## config.mk

```make
export PLATFORM = sky130hd
export DESIGN_NAME = multi_axis_point_motion_controller
export DESIGN_NICKNAME = d
export VERILOG_FILES = /design/src/mpmc_pkg.sv /design/src/mpmc_regs.sv /design/src/mpmc_ctrl.sv /design/src/mpmc_dp.sv /design/src/multi_axis_point_motion_controller.sv
export SDC_FILE = /design/constraint.sdc
export NUM_CORES = 2
export LEC_CHECK = 0
export BUFFER_PORTS_ARGS = -buffer_cell sky130_fd_sc_hd__buf_2
export CORE_MARGIN = 2
export CORE_UTILIZATION = 40
export DETAILED_ROUTE_END_ITERATION = 16
export HOLD_SLACK_MARGIN = 0.05
export REMOVE_ABC_BUFFERS = 1
export SKIP_LAST_GASP = 1
export SLEW_MARGIN = 20
export SYNTH_ARGS = -nofsm -noshare
export SYNTH_HDL_FRONTEND = slang
export SYNTH_SLANG_ARGS = --single-unit
export TNS_END_PERCENT = 10
```

## constraint.sdc

```tcl
create_clock -name clk -period 8.7 [get_ports clk]
set_clock_uncertainty 0.2 [all_clocks]
set_input_delay 0.87 -clock clk [delete_from_list [all_inputs] [get_ports clk]]
set_output_delay 0.87 -clock clk [all_outputs]
set_load 0.02 [all_outputs]
```

## src/mpmc_pkg.sv

```systemverilog
// Shared types and constants for the multi-axis point motion controller.
package mpmc_pkg;

    localparam int CFG_W   = 32;
    localparam int TOL_W   = 16;
    localparam int SPEED_W = 20;
    localparam int DT_W    = 16;
    localparam int STEP_W  = SPEED_W + DT_W;
    localparam int MASK_W  = 8;
    localparam int PADDR_W = 4;

    localparam logic [1:0] REG_SOFT_MIN = 2'd0;
    localparam logic [1:0] REG_SOFT_MAX = 2'd1;
    localparam logic [1:0] REG_TOL      = 2'd2;

    localparam logic signed [CFG_W-1:0] SOFT_MIN_RST = 32'sh8000_0000;
    localparam logic signed [CFG_W-1:0] SOFT_MAX_RST = 32'sh7FFF_FFFF;
    localparam logic [TOL_W-1:0]        TOL_RST      = 16'd1;

    typedef enum logic [3:0] {
        OP_TICK        = 4'd0,
        OP_MOVE_ABS    = 4'd1,
        OP_MOVE_REL    = 4'd2,
        OP_HOME_AXIS   = 4'd3,
        OP_HOME_ALL    = 4'd4,
        OP_STOP_AXIS   = 4'd5,
        OP_STOP_ALL    = 4'd6,
        OP_ESTOP       = 4'd7,
        OP_RESET_ALARM = 4'd8,
        OP_RESET_ESTOP = 4'd9,
        OP_QUERY       = 4'd10,
        OP_INIT        = 4'd11
    } op_t;

    typedef enum logic [2:0] {
        MODE_IDLE   = 3'd0,
        MODE_MOVING = 3'd1,
        MODE_HOMING = 3'd2,
        MODE_DONE   = 3'd3,
        MODE_ALARM  = 3'd4,
        MODE_ESTOP  = 3'd5
    } mode_t;

    typedef struct packed {
        logic cap;
        logic rd;
        logic wr;
        logic fin;
    } mpmc_cmd_t;

endpackage

```

## src/mpmc_regs.sv

```systemverilog
// APB register file holding soft limits and arrival tolerance.
module mpmc_regs
    import mpmc_pkg::*;
(
    input  logic                      clk,
    input  logic                      rst_n,
    input  logic                      psel,
    input  logic                      penable,
    input  logic                      pwrite,
    input  logic [PADDR_W-1:0]        paddr,
    input  logic [CFG_W-1:0]          pwdata,
    output logic [CFG_W-1:0]          prdata,
    output logic                      pready,
    output logic signed [CFG_W-1:0]   soft_limit_min,
    output logic signed [CFG_W-1:0]   soft_limit_max,
    output logic [TOL_W-1:0]          arrive_tolerance
);

    logic signed [CFG_W-1:0] soft_min_reg;
    logic signed [CFG_W-1:0] soft_max_reg;
    logic [TOL_W-1:0]        tol_reg;
    logic                    wr_en;
    logic [1:0]              reg_idx;

    assign pready  = 1'b1;
    assign wr_en   = psel & penable & pwrite & pready;
    assign reg_idx = paddr[3:2];

    always_ff @(posedge clk or negedge rst_n)
    begin
        if (!rst_n)
        begin
            soft_min_reg <= SOFT_MIN_RST;
            soft_max_reg <= SOFT_MAX_RST;
            tol_reg      <= TOL_RST;
        end
        else if (wr_en)
        begin
            if (reg_idx == REG_SOFT_MIN)
            begin
                soft_min_reg <= pwdata;
            end
            if (reg_idx == REG_SOFT_MAX)
            begin
                soft_max_reg <= pwdata;
            end
            if (reg_idx == REG_TOL)
            begin
                tol_reg <= pwdata[TOL_W-1:0];
            end
        end
    end

    always_comb
    begin
        prdata = '0;
        if (reg_idx == REG_SOFT_MIN)
        begin
            prdata = soft_min_reg;
        end
        else if (reg_idx == REG_SOFT_MAX)
        begin
            prdata = soft_max_reg;
        end
        else if (reg_idx == REG_TOL)
        begin
            prdata = CFG_W'(tol_reg);
        end
    end

    assign soft_limit_min   = soft_min_reg;
    assign soft_limit_max   = soft_max_reg;
    assign arrive_tolerance = tol_reg;

endmodule

```

## src/mpmc_ctrl.sv

```systemverilog
// Sequencer that sweeps the axes for each request and hands off the result.
module mpmc_ctrl
    import mpmc_pkg::*;
#(
    parameter int NUM_AXES = 8,
    parameter int AW       = 3
)
(
    input  logic          clk,
    input  logic          rst_n,
    input  logic          s_tvalid,
    output logic          s_tready,
    output logic          m_tvalid,
    input  logic          m_tready,
    output mpmc_cmd_t     cmd,
    output logic [AW-1:0] idx
);

    typedef enum logic [1:0] {
        ST_IDLE,
        ST_RD,
        ST_WR,
        ST_FIN
    } state_t;

    localparam logic [AW-1:0] LAST_AXIS = AW'(NUM_AXES - 1);

    state_t        state_reg;
    state_t        state_next;
    logic [AW-1:0] cnt_reg;
    logic [AW-1:0] cnt_next;
    logic          valid_reg;
    logic          valid_next;
    logic          out_free;

    assign out_free = !valid_reg || m_tready;
    assign s_tready = (state_reg == ST_IDLE);
    assign m_tvalid = valid_reg;
    assign idx      = cnt_reg;

    always_comb
    begin
        state_next = state_reg;
        cnt_next   = cnt_reg;
        valid_next = valid_reg && !m_tready;
        cmd        = '0;
        unique case (state_reg)
            ST_IDLE:
            begin
                if (s_tvalid)
                begin
                    cmd.cap    = 1'b1;
                    cnt_next   = '0;
                    state_next = ST_RD;
                end
            end
            ST_RD:
            begin
                cmd.rd     = 1'b1;
                state_next = ST_WR;
            end
            ST_WR:
            begin
                cmd.wr = 1'b1;
                if (cnt_reg == LAST_AXIS)
                begin
                    state_next = ST_FIN;
                end
                else
                begin
                    cnt_next   = cnt_reg + AW'(1);
                    state_next = ST_RD;
                end
            end
            ST_FIN:
            begin
                if (out_free)
                begin
                    cmd.fin    = 1'b1;
                    valid_next = 1'b1;
                    state_next = ST_IDLE;
                end
            end
            default:
            begin
                state_next = ST_IDLE;
            end
        endcase
    end

    always_ff @(posedge clk or negedge rst_n)
    begin
        if (!rst_n)
        begin
            state_reg <= ST_IDLE;
            cnt_reg   <= '0;
            valid_reg <= 1'b0;
        end
        else
        begin
            state_reg <= state_next;
            cnt_reg   <= cnt_next;
            valid_reg <= valid_next;
        end
    end

endmodule

```

## src/mpmc_dp.sv

```systemverilog
// Axis state storage, per-axis update unit, flags and result register.
module mpmc_dp
    import mpmc_pkg::*;
#(
    parameter int NUM_AXES = 8,
    parameter int POS_BITS = 32,
    parameter int AW       = 3
)
(
    input  logic                    clk,
    input  logic                    rst_n,
    input  mpmc_cmd_t               cmd,
    input  logic [AW-1:0]           idx,
    input  logic [3:0]              in_op,
    input  logic [2:0]              in_axis,
    input  logic signed [31:0]      in_position,
    input  logic [SPEED_W-1:0]      in_speed,
    input  logic [DT_W-1:0]         in_dt,
    input  logic signed [CFG_W-1:0] soft_limit_min,
    input  logic signed [CFG_W-1:0] soft_limit_max,
    input  logic [TOL_W-1:0]        arrive_tolerance,
    output logic                    ok,
    output logic signed [31:0]      axis_position,
    output logic [2:0]              axis_mode,
    output logic                    alarm_active,
    output logic                    estop_active,
    output logic [MASK_W-1:0]       done_mask
);

    localparam int PW = POS_BITS;
    localparam int TW = ((PW > 32) ? PW : 32) + 2;
    localparam int MW = (PW > STEP_W) ? PW : STEP_W;

    op_t                     op_reg;
    logic [2:0]              axis_reg;
    logic signed [31:0]      pos_reg;
    logic [SPEED_W-1:0]      spd_reg;
    logic [DT_W-1:0]         dt_reg;

    logic [PW-1:0]           cur_reg [NUM_AXES];
    logic [PW-1:0]           tgt_reg [NUM_AXES];
    logic [SPEED_W-1:0]      vel_reg [NUM_AXES];
    mode_t                   mode_reg [NUM_AXES];
    logic                    alarm_reg;
    logic                    estop_reg;
    logic                    bad_reg;
    logic [MASK_W-1:0]       mask_reg;

    logic [PW-1:0]           a_cur_reg;
    logic [PW-1:0]           a_tgt_reg;
    logic [SPEED_W-1:0]      a_vel_reg;
    mode_t                   a_mode_reg;
    logic [STEP_W-1:0]       a_prod_reg;
    logic [PW-1:0]           a_mag_reg;
    logic                    a_neg_reg;

    logic                    out_ok_reg;
    logic signed [31:0]      out_pos_reg;
    mode_t                   out_mode_reg;
    logic                    out_alarm_reg;
    logic                    out_estop_reg;
    logic [MASK_W-1:0]       out_mask_reg;

    logic                    axis_ok;
    logic [AW-1:0]           axis_idx;
    logic [AW-1:0]           rd_idx;
    logic [PW-1:0]           rd_cur;
    logic [PW-1:0]           rd_tgt;
    mode_t                   rd_mode;
    logic [PW:0]             delta;
    logic [PW:0]             delta_neg;

    logic                    hit;
    logic [MW-1:0]           prod_w;
    logic                    prod_ge;
    logic [PW-1:0]           step;
    logic [PW-1:0]           rem;
    logic                    arrived;
    logic [PW-1:0]           moved_cur;
    logic signed [TW-1:0]    tgt_w;
    logic signed [TW-1:0]    lim_lo;
    logic signed [TW-1:0]    lim_hi;
    logic                    in_range;
    logic                    move_bad;
    logic                    move_gate;

    logic [PW-1:0]           n_cur;
    logic [PW-1:0]           n_tgt;
    logic [SPEED_W-1:0]      n_vel;
    mode_t                   n_mode;
    logic                    n_bad;
    logic                    n_done;

    logic                    f_ok;
    logic                    f_alarm;
    logic                    f_estop;
    logic [TW-1:0]           cur_ext;

    assign axis_ok  = (32'(axis_reg) < NUM_AXES);
    assign axis_idx = axis_ok ? AW'(axis_reg) : '0;
    assign rd_idx   = cmd.rd ? idx : axis_idx;
    assign rd_cur   = cur_reg[rd_idx];
    assign rd_tgt   = tgt_reg[rd_idx];
    assign rd_mode  = mode_reg[rd_idx];

    assign delta     = {rd_tgt[PW-1], rd_tgt} - {rd_cur[PW-1], rd_cur};
    assign delta_neg = (~delta) + (PW+1)'(1);

    always_ff @(posedge clk)
    begin
        if (cmd.cap)
        begin
            op_reg   <= op_t'(in_op);
            axis_reg <= in_axis;
            pos_reg  <= in_position;
            spd_reg  <= in_speed;
            dt_reg   <= in_dt;
        end
        if (cmd.rd)
        begin
            a_cur_reg  <= rd_cur;
            a_tgt_reg  <= rd_tgt;
            a_vel_reg  <= vel_reg[rd_idx];
            a_mode_reg <= rd_mode;
            a_neg_reg  <= delta[PW];
            a_mag_reg  <= delta[PW] ? delta_neg[PW-1:0] : delta[PW-1:0];
            a_prod_reg <= STEP_W'(vel_reg[rd_idx]) * STEP_W'(dt_reg);
        end
    end

    // per-axis tick step
    assign prod_w    = MW'(a_prod_reg);
    assign prod_ge   = (prod_w >= MW'(a_mag_reg));
    assign step      = prod_ge ? a_mag_reg : prod_w[PW-1:0];
    assign rem       = prod_ge ? '0 : (a_mag_reg - prod_w[PW-1:0]);
    assign arrived   = (rem < PW'(arrive_tolerance));
    assign moved_cur = a_neg_reg ? (a_cur_reg - step) : (a_cur_reg + step);

    // move target check
    assign tgt_w = (op_reg == OP_MOVE_REL)
                 ? ($signed({{(TW-PW){a_cur_reg[PW-1]}}, a_cur_reg})
                    + $signed({{(TW-32){pos_reg[31]}}, pos_reg}))
                 : $signed({{(TW-32){pos_reg[31]}}, pos_reg});
    assign lim_lo    = $signed({{(TW-CFG_W){soft_limit_min[CFG_W-1]}}, soft_limit_min});
    assign lim_hi    = $signed({{(TW-CFG_W){soft_limit_max[CFG_W-1]}}, soft_limit_max});
    assign in_range  = (tgt_w[TW-1:PW-1] == {(TW-PW+1){tgt_w[PW-1]}});
    assign move_bad  = (tgt_w < lim_lo) || (tgt_w > lim_hi) || !in_range;
    assign move_gate = !estop_reg && !alarm_reg;
    assign hit       = axis_ok && (AW'(axis_reg) == idx);

    always_comb
    begin
        n_cur  = a_cur_reg;
        n_tgt  = a_tgt_reg;
        n_vel  = a_vel_reg;
        n_mode = a_mode_reg;
        n_bad  = 1'b0;
        n_done = 1'b0;
        unique case (op_reg)
            OP_TICK:
            begin
                if (!estop_reg && (a_mode_reg == MODE_MOVING || a_mode_reg == MODE_HOMING))
                begin
                    if (arrived)
                    begin
                        n_cur  = a_tgt_reg;
                        n_mode = MODE_DONE;
                        n_done = 1'b1;
                    end
                    else
                    begin
                        n_cur = moved_cur;
                    end
                end
            end
            OP_MOVE_ABS, OP_MOVE_REL:
            begin
                if (hit && move_gate)
                begin
                    if (move_bad)
                    begin
                        n_mode = MODE_ALARM;
                        n_bad  = 1'b1;
                    end
                    else
                    begin
                        n_tgt  = tgt_w[PW-1:0];
                        n_vel  = spd_reg;
                        n_mode = MODE_MOVING;
                    end
                end
            end
            OP_HOME_AXIS:
            begin
                if (hit && !estop_reg)
                begin
                    n_cur  = '0;
                    n_tgt  = '0;
                    n_mode = MODE_DONE;
                end
            end
            OP_HOME_ALL:
            begin
                if (!estop_reg)
                begin
                    n_cur  = '0;
                    n_tgt  = '0;
                    n_mode = MODE_HOMING;
                end
            end
            OP_STOP_AXIS:
            begin
                if (hit)
                begin
                    n_tgt  = a_cur_reg;
                    n_mode = MODE_IDLE;
                end
            end
            OP_STOP_ALL:
            begin
                n_tgt  = a_cur_reg;
                n_mode = MODE_IDLE;
            end
            OP_ESTOP:
            begin
                n_tgt  = a_cur_reg;
                n_mode = MODE_ESTOP;
            end
            OP_RESET_ALARM:
            begin
                if (!estop_reg && a_mode_reg == MODE_ALARM)
                begin
                    n_mode = MODE_IDLE;
                end
            end
            OP_RESET_ESTOP:
            begin
                n_mode = MODE_IDLE;
            end
            OP_QUERY:
            begin
            end
            OP_INIT:
            begin
                n_cur  = '0;
                n_tgt  = '0;
                n_vel  = '0;
                n_mode = MODE_IDLE;
            end
            default:
            begin
            end
        endcase
    end

    always_comb
    begin
        f_ok    = 1'b0;
        f_alarm = alarm_reg;
        f_estop = estop_reg;
        unique case (op_reg)
            OP_TICK:
            begin
                f_ok = 1'b1;
            end
            OP_MOVE_ABS, OP_MOVE_REL:
            begin
                f_ok = axis_ok && move_gate && !bad_reg;
                if (bad_reg)
                begin
                    f_alarm = 1'b1;
                end
            end
            OP_HOME_AXIS:
            begin
                f_ok = axis_ok && !estop_reg;
            end
            OP_HOME_ALL:
            begin
                f_ok = !estop_reg;
            end
            OP_STOP_AXIS:
            begin
                f_ok = axis_ok;
            end
            OP_STOP_ALL:
            begin
                f_ok = 1'b1;
            end
            OP_ESTOP:
            begin
                f_ok    = 1'b1;
                f_estop = 1'b1;
            end
            OP_RESET_ALARM:
            begin
                f_ok = !estop_reg;
                if (!estop_reg)
                begin
                    f_alarm = 1'b0;
                end
            end
            OP_RESET_ESTOP, OP_INIT:
            begin
                f_ok    = 1'b1;
                f_alarm = 1'b0;
                f_estop = 1'b0;
            end
            OP_QUERY:
            begin
                f_ok = axis_ok;
            end
            default:
            begin
                f_ok = 1'b0;
            end
        endcase
    end

    assign cur_ext = {{(TW-PW){rd_cur[PW-1]}}, rd_cur};

    always_ff @(posedge clk or negedge rst_n)
    begin
        if (!rst_n)
        begin
            for (int i = 0; i < NUM_AXES; i++)
            begin
                cur_reg[i]  <= '0;
                tgt_reg[i]  <= '0;
                vel_reg[i]  <= '0;
                mode_reg[i] <= MODE_IDLE;
            end
            alarm_reg <= 1'b0;
            estop_reg <= 1'b0;
            bad_reg   <= 1'b0;
            mask_reg  <= '0;
        end
        else
        begin
            if (cmd.cap)
            begin
                bad_reg  <= 1'b0;
                mask_reg <= '0;
            end
            if (cmd.wr)
            begin
                cur_reg[idx]  <= n_cur;
                tgt_reg[idx]  <= n_tgt;
                vel_reg[idx]  <= n_vel;
                mode_reg[idx] <= n_mode;
                if (n_bad)
                begin
                    bad_reg <= 1'b1;
                end
                if (n_done)
                begin
                    mask_reg <= mask_reg | (MASK_W'(1) << idx);
                end
            end
            if (cmd.fin)
            begin
                alarm_reg <= f_alarm;
                estop_reg <= f_estop;
            end
        end
    end

    always_ff @(posedge clk)
    begin
        if (cmd.fin)
        begin
            out_ok_reg    <= f_ok;
            out_pos_reg   <= axis_ok ? $signed(cur_ext[31:0]) : '0;
            out_mode_reg  <= axis_ok ? rd_mode : MODE_IDLE;
            out_alarm_reg <= f_alarm;
            out_estop_reg <= f_estop;
            out_mask_reg  <= mask_reg;
        end
    end

    assign ok            = out_ok_reg;
    assign axis_position = out_pos_reg;
    assign axis_mode     = out_mode_reg;
    assign alarm_active  = out_alarm_reg;
    assign estop_active  = out_estop_reg;
    assign done_mask     = out_mask_reg;

endmodule

```

## src/multi_axis_point_motion_controller.sv

```systemverilog
// Top level of the multi-axis point motion controller.
//
// Requests enter on the s_ stream: s_tuser carries the command code, s_tdata
// the addressed axis, position or distance, speed and tick interval. One
// response per request leaves on the m_ stream with the accept flag, the
// addressed axis position and mode, both controller flags and the mask of
// axes that arrived on a tick.
// Every request sweeps all axes through one shared update unit, each axis in
// a read and multiply step followed by a compare and write back step.
// One request is in work at a time; s_tready is high only between requests.
// The response sits in an output register; the next request is taken while
// it waits, and a request finishing before m_tready frees that register
// holds in its final step.
// Soft limits and arrival tolerance sit at APB byte addresses 0, 4 and 8.
// The user must write them only while no request is in work; not enforced.
// Reset clears all axis state, both flags and the sequencer and restores the
// register defaults; no clearing pass is needed.
module multi_axis_point_motion_controller
    import mpmc_pkg::*;
#(
    parameter int NUM_AXES = 8,
    parameter int POS_BITS = 32
)
(
    input  logic               clk,
    input  logic               rst_n,
    input  logic               s_tvalid,
    output logic               s_tready,
    // [2:0] axis, [34:3] position, [54:35] speed, [70:55] dt, [71] zero
    input  logic [71:0]        s_tdata,
    // [3:0] op
    input  logic [3:0]         s_tuser,
    output logic               m_tvalid,
    input  logic               m_tready,
    // [0] ok, [32:1] axis_position, [35:33] axis_mode, [36] alarm_active,
    // [37] estop_active, [45:38] done_mask, [47:46] zero
    output logic [47:0]        m_tdata,
    input  logic               psel,
    input  logic               penable,
    input  logic               pwrite,
    input  logic [PADDR_W-1:0] paddr,
    input  logic [CFG_W-1:0]   pwdata,
    output logic [CFG_W-1:0]   prdata,
    output logic               pready
);

    localparam int AW = (NUM_AXES > 1) ? $clog2(NUM_AXES) : 1;

    logic signed [CFG_W-1:0] soft_limit_min;
    logic signed [CFG_W-1:0] soft_limit_max;
    logic [TOL_W-1:0]        arrive_tolerance;
    mpmc_cmd_t               cmd;
    logic [AW-1:0]           idx;
    logic                    ok;
    logic signed [31:0]      axis_position;
    logic [2:0]              axis_mode;
    logic                    alarm_active;
    logic                    estop_active;
    logic [MASK_W-1:0]       done_mask;

    mpmc_regs u_regs (
        .clk              (clk),
        .rst_n            (rst_n),
        .psel             (psel),
        .penable          (penable),
        .pwrite           (pwrite),
        .paddr            (paddr),
        .pwdata           (pwdata),
        .prdata           (prdata),
        .pready           (pready),
        .soft_limit_min   (soft_limit_min),
        .soft_limit_max   (soft_limit_max),
        .arrive_tolerance (arrive_tolerance)
    );

    mpmc_ctrl #(
        .NUM_AXES (NUM_AXES),
        .AW       (AW)
    ) u_ctrl (
        .clk      (clk),
        .rst_n    (rst_n),
        .s_tvalid (s_tvalid),
        .s_tready (s_tready),
        .m_tvalid (m_tvalid),
        .m_tready (m_tready),
        .cmd      (cmd),
        .idx      (idx)
    );

    mpmc_dp #(
        .NUM_AXES (NUM_AXES),
        .POS_BITS (POS_BITS),
        .AW       (AW)
    ) u_dp (
        .clk              (clk),
        .rst_n            (rst_n),
        .cmd              (cmd),
        .idx              (idx),
        .in_op            (s_tuser),
        .in_axis          (s_tdata[2:0]),
        .in_position      ($signed(s_tdata[34:3])),
        .in_speed         (s_tdata[54:35]),
        .in_dt            (s_tdata[70:55]),
        .soft_limit_min   (soft_limit_min),
        .soft_limit_max   (soft_limit_max),
        .arrive_tolerance (arrive_tolerance),
        .ok               (ok),
        .axis_position    (axis_position),
        .axis_mode        (axis_mode),
        .alarm_active     (alarm_active),
        .estop_active     (estop_active),
        .done_mask        (done_mask)
    );

    assign m_tdata = {2'b00, done_mask, estop_active, alarm_active, axis_mode,
                      axis_position, ok};

endmodule

```

## Word-level counts from Yosys, hierarchy flattened

Index checks and enable logic that the tools add are counted.

- Register bits: 1,070
- Output and inout port bits: 83
- Input bits: 119
- Logic and storage cells: 226

- Shift-type cells: 1
- Muxes and demuxes: 86
- Bitwise gates (word level): 6
- $mul: 1
- $add $sub $neg: 7
- Reductions and logical operators: 33
- Magnitude comparators: 7
- Equal/unequal tests: 25

Operator list:

| operator | number |
|---|---|
| 32-bit 2-to-1 mux | 20 |
| 256-bit bitwise mux | 2 |
| 32-bit binary-select mux with 3-bit select | 2 |
| 32-bit case mux with 6 select lines | 1 |
| 160-bit bitwise mux | 1 |
| 32-bit case mux with 4 select lines | 1 |
| 20-bit 2-to-1 mux | 5 |
| 32-bit demux with 3-bit select | 1 |
| 32-bit subtractor | 2 |
| 20-bit binary-select mux with 3-bit select | 1 |
| 20-bit demux with 3-bit select | 1 |
| 3-bit 2-to-1 mux | 14 |
| 20-bit case mux with 2 select lines | 1 |
| 36-bit by 32-bit >= comparator with 1-bit output | 1 |
| 20-bit by 16-bit multiplier with 36-bit output | 1 |
| 34-bit by 32-bit greater-than comparator with 1-bit output | 1 |
| 34-bit by 32-bit < comparator with 1-bit output | 1 |
| 34-bit 2-to-1 mux | 1 |
| 32-bit by 32-bit adder with 33-bit output | 1 |
| 32-bit by 32-bit subtractor with 33-bit output | 1 |
| 32-bit by 1-bit adder with 32-bit output (second input constant) | 1 |
| 32-bit adder | 1 |
| 32-bit by 16-bit < comparator with 1-bit output | 1 |
| 32-bit NOT | 1 |
| 43 further kinds | 103 |

## Logic depth before layout (Yosys ltp)

- Depth after elaboration: 11
- Mapped depth: 34

## Modules after synthesis

A second synthesis with hierarchy kept.

- Cells, all modules: 6,731
- Area, all modules: 68,295.5 um^2

Modules (own cells, without submodules):

| module | cells an instance | sequential area each (um^2) | times used | area each (um^2) |
|---|---|---|---|---|
| mpmc_dp | 6,430 | 26,009.9 | 1 | 64,201.6 |
| mpmc_regs | 265 | 2,043.2 | 1 | 3,738.6 |
| mpmc_ctrl | 30 | 150.1 | 1 | 314.1 |
| multi_axis_point_motion_controller | 6 | 0.0 | 1 | 41.3 |

## Worst setup path before layout

No wires, ideal clock.

- Kind: register to register
- From: register u_ctrl.state_reg[0]
- To: register u_dp.a_prod_reg[34] (data pin)
- Path slack: -156 ps
- Path buffers: 4
- Stages on the path, launching flop included: 29
- Period minus slack after synthesis: 8,856 ps
- Arrival: 8,398 ps
- Required time: 8,242 ps
- Path through: dfrtp_1 clkbuf_1 nand2b_1 mux2i_1 buf_1 buf_1 mux4_2 mux2_2 clkbuf_1 nand2_1 fa_1 inv_1 fa_1 fa_1 inv_1 fa_1 fa_1 inv_1 fa_1 ha_1 a2111oi_0 o311ai_0 a41o_1 a221o_1 a31o_2 a21bo_2 a41o_1 a21oi_1 xnor2_1

- Longest elaborated chain between the ends: 8

Ends and longest elaborated chain:

| element | line | RTL |
|---|---|---|
| start, declared | mpmc_ctrl.sv:28 | `state_t state_reg;` |
| start signal, assigned | mpmc_ctrl.sv:101 | `state_reg <= state_next;` |
| 2-bit by 1-bit == test with 1-bit output | mpmc_ctrl.sv:47 | `unique case (state_reg)` |
| 1-bit 2-to-1 mux | mpmc_ctrl.sv:47 |  |
| 3-bit 2-to-1 mux | mpmc_dp.sv:101 | `assign rd_idx = cmd.rd ? idx : axis_idx;` |
| 3-bit NOT with 4-bit output (not written as such) | mpmc_dp.sv:127 | `a_prod_reg <= STEP_W'(vel_reg[rd_idx]) * STEP_W'(dt_reg);` |
| 20-bit binary-select mux with 3-bit select | mpmc_dp.sv:127 |  |
| 20-bit 2-to-1 mux (not written as such) (2 in series) | mpmc_dp.sv:127 |  |
| 20-bit by 16-bit multiplier with 36-bit output | mpmc_dp.sv:127 |  |
| end signal, assigned | mpmc_dp.sv:127 |  |
| end, declared | mpmc_dp.sv:53 | `logic [STEP_W-1:0] a_prod_reg;` |

No other way between the ends. The select of a mux whose other input is x is not followed.
A chain may end at the register's enable or synchronous reset.

## Worst setup path after layout

- From: register u_ctrl.state_reg[1]
- To: register u_dp.a_prod_reg[34] (data pin)

Same word-level chain as after synthesis.

==> results_dict.tcl <==
set metrics [dict create \
    holdCritPathClass "primary input to flip-flop" \
    clockRootBuffer "clkbuf_16" \
    crit_required_ns 9.01 \
    wl_per_cell_um 23.1 \
    drcViolationCount 0 \
    fin_crit_sh_pct 96.5 \
    wl_um 202000 \
    cp_max_fo 12 \
    antenna_found_initial 5 \
    synthCells 6169 \
    synth-seq-cells 1070 \
    ir_drop_v 0.000546 \
    reg2reg_slack_ns 0.30 \
    ys_warn_count 0 \
    endpoint_kind "flip-flop" \
    fillers 15485 \
    die_y_um 414 \
    h-tree-depth 3 \
    relSlewSlack_pct 19.4 \
    post-route-util_pct 45.7 \
    grt_max_degree 195 \
    cts_buffers 116 \
    clock.fmax_ghz 0.119 \
    synth_top_area_share_pct 28.3 \
    routabilityCongestion 0.964 \
    finalWorstSetupSlack_ns 0.302 \
    worst-setup-path-type "flip-flop to flip-flop" \
    io_pins 202 \
    grt_remaining_overflow 0 \
    synth_edf_count 277 \
    numPortBuffers 195 \
    vias_per_cell 5.59 \
    cp_data_arrival_time_ns 8.71 \
    postRouteAntennaNets 0 \
    p_leak_uw 0.0345 \
    grtUsageTotal_pct 23.6 \
    ys_seq_area_share_pct 42.0 \
    slowest_delay_ns 0.53 \
    async_flop_share_pct 74.1 \
    startpoint_type "flip-flop" \
    slowest_stage "fa_1" \
    status "finished clean" \
    maxCapViolations 0 \
    worst_pin_slew_ns 1.20 \
    clock_latency_ns 0.80 \
    tritoncts "done" \
    cp_common_cell "buf_4" \
    first_iter_violations 4557 \
    yosysTopAreaCell "dfrtp_1" \
    synth_ff_type "dfrtp_1" \
    synth_area_um2 67200 \
    max-clock-path-buffers 3 \
    dieArea_um2 171000 \
    vias 48994 \
    die_width_um 414 \
    clk_pin_slew_ns 0.06 \
    rsz0062_at_grt "true" \
    place.detailed.hpwl_um 146000 \
    start_util_pct 40.2 \
    grt_first_pass_wirelength_um 305000 \
    grt_pass1_vias 49006 \
    layout.nets 7178 \
    hold_slack_ns 0.0818 \
    hold_violations 0 \
    setup_viol 0 \
    drtPass1Iterations 7 \
    rows 150 \
    slew_violations 0 \
    ys_types 97 \
    finalCriticalPeriod_ns 8.40 \
    numClockSinks 1070 \
    area_delta_synth_final_pct 13.6 \
    synthTopCellsByArea "dfrtp_1, edfxtp_1, mux2_2, fa_1, ha_1" \
    drive_gt1_share_pct 21.3 \
    avgSynthCellArea_um2 10.9 \
    finalPower_uw 33900 \
    coreArea_um2 167000 \
    post-place-ws_ns 0.0871 \
    cellPowerDensity_nw_per_um2 443 \
]
[Yosys cell counts (90+ instances only)]
cell type / instances
a21o_1: 90
ha_1: 354
clkbuf_1: 261
dfrtp_1: 760
o21ai_0: 529
inv_1: 519
a21oi_1: 269
edfxtp_1: 277
nor2_1: 239
nand2_1: 783
fa_1: 254
mux2_2: 482
mux4_2: 174
and2_1: 107
xnor2_1: 134
[layout by cell type, fill, tap and decap left out, types with 38 or more instances in the layout]
cell type	Yosys	routed
buf_2	17	194
fa_1	254	254
edfxtp_1	277	277
xnor2_1	134	134
nand4_1	44	44
nand3_1	48	46
nand2_1	783	776
and2_1	107	107
nor3_1	53	48
nor2b_1	43	42
inv_1	519	517
xor2_1	59	59
buf_4	6	225
a21oi_1	269	267
mux2_2	482	475
a31oi_1	38	38
a21o_1	90	90
mux2i_1	76	73
nor2_1	239	231
dlygate4sd3_1	0	54
clkbuf_16	0	121
dfrtp_1	760	760
o21ai_0	529	525
ha_1	354	354
mux4_2	174	174
[path summary, 6_finish.rpt]
check,from,end,cells past startpoint
worst max-delay path,u_ctrl.state_reg[1]$_DFFE_PN0P_,u_dp.a_prod_reg[34]$_DFFE_PP_,32
worst min-delay path,s_tuser[3],u_dp.op_reg[3]$_DFFE_PP_,1
worst max register to register,u_ctrl.state_reg[1]$_DFFE_PN0P_,u_dp.a_prod_reg[34]$_DFFE_PP_,32
worst min register to register,u_dp.mask_reg[0]$_DFF_PN0_,u_dp.done_mask[0]$_DFFE_PP_,0
max in group asynchronous,rst_n,u_dp.cur_reg[117]$_DFFE_PN0P_,4
min in group asynchronous,rst_n,u_regs.arrive_tolerance[7]$_DFFE_PN0P_,2
[cell type report]
class / instances / area [µm²] / share of cell area (%)
Timing Repair Buffer: 489 / 3510 / 4.60
Clock buffer: 176 / 3410 / 4.47
Clock inverter: 44 / 483 / 0.633
Sequential cell: 1070 / 28200 / 36.9
Inverter: 520 / 1960 / 2.57
Tap cell: 2204 / 2760 / 3.61
Multi-Input combinational cell: 4254 / 36000 / 47.2
Antenna cell: 2 / 5.00 / 0.00656
[stage by stage]
stage / TNS, ns / cell area (µm²) / std cells
floorplan: -2097.34 / 65900 / 5844
global placement: 0 / 71800 / 8480
detailed placement: 0 / 71800 / 8480
CTS: 0 / 76200 / 8754
global route: -0.0171 / 76300 / 8757
finish: 0 / 76300 / 8759
[kinds of logic (layout without fill, tap and decap cells)]
family / count (synthesis) / after routing / synth area share (%)
compound gates: 1259 / 1259 / 11.6
xor+xnor: 194 / 194 / 2.55
fa+ha+maj: 608 / 608 / 14.2
buf+inv: 846 / 1229 / 4.80
flops: 1070 / 1070 / 42.0
mux: 743 / 743 / 15.2
other cells: 2 / 5 / 0.0112
simple gates: 1447 / 1447 / 9.69
[worst max-delay path, delay by kind of cell (launching register included)]
kind,cells,cell delay (ns)
fa+ha+maj,7,2.77
compound gates,8,1.86
buf+inv,10,1.30
mux,3,1.08
simple gates,3,0.45
flops,1,0.37
xor+xnor,1,0.08
[routing by layer]
layer / part of all wire [%] / track usage, % / vias to the layer above / routed length (µm)
met1: 44 / 32.6 / 24847 / 89200
met3: 6.4 / 3.47 / 319 / 12800
met2: 46 / 38.0 / 1575 / 92500
met5: 0.0059 / 0 / - / 12
li1: - / - / 22251 / -
met4: 3.8 / 8.06 / 2 / 7640
[what timing repair did]
item	in CTS	in global routing
hold buffers	54	0
hold endpoints to repair	131	0
gates resized for setup	0	17
setup buffers	0	2
setup endpoints to repair	0	12
[power breakdown]
part / internal (µW) / total (µW) / switching [µW]
combinational: 9000 / 20600 / 11600
sequential: 7440 / 8210 / 768
clock: 2870 / 5040 / 2170
Power figures use the tool's default switching activity.
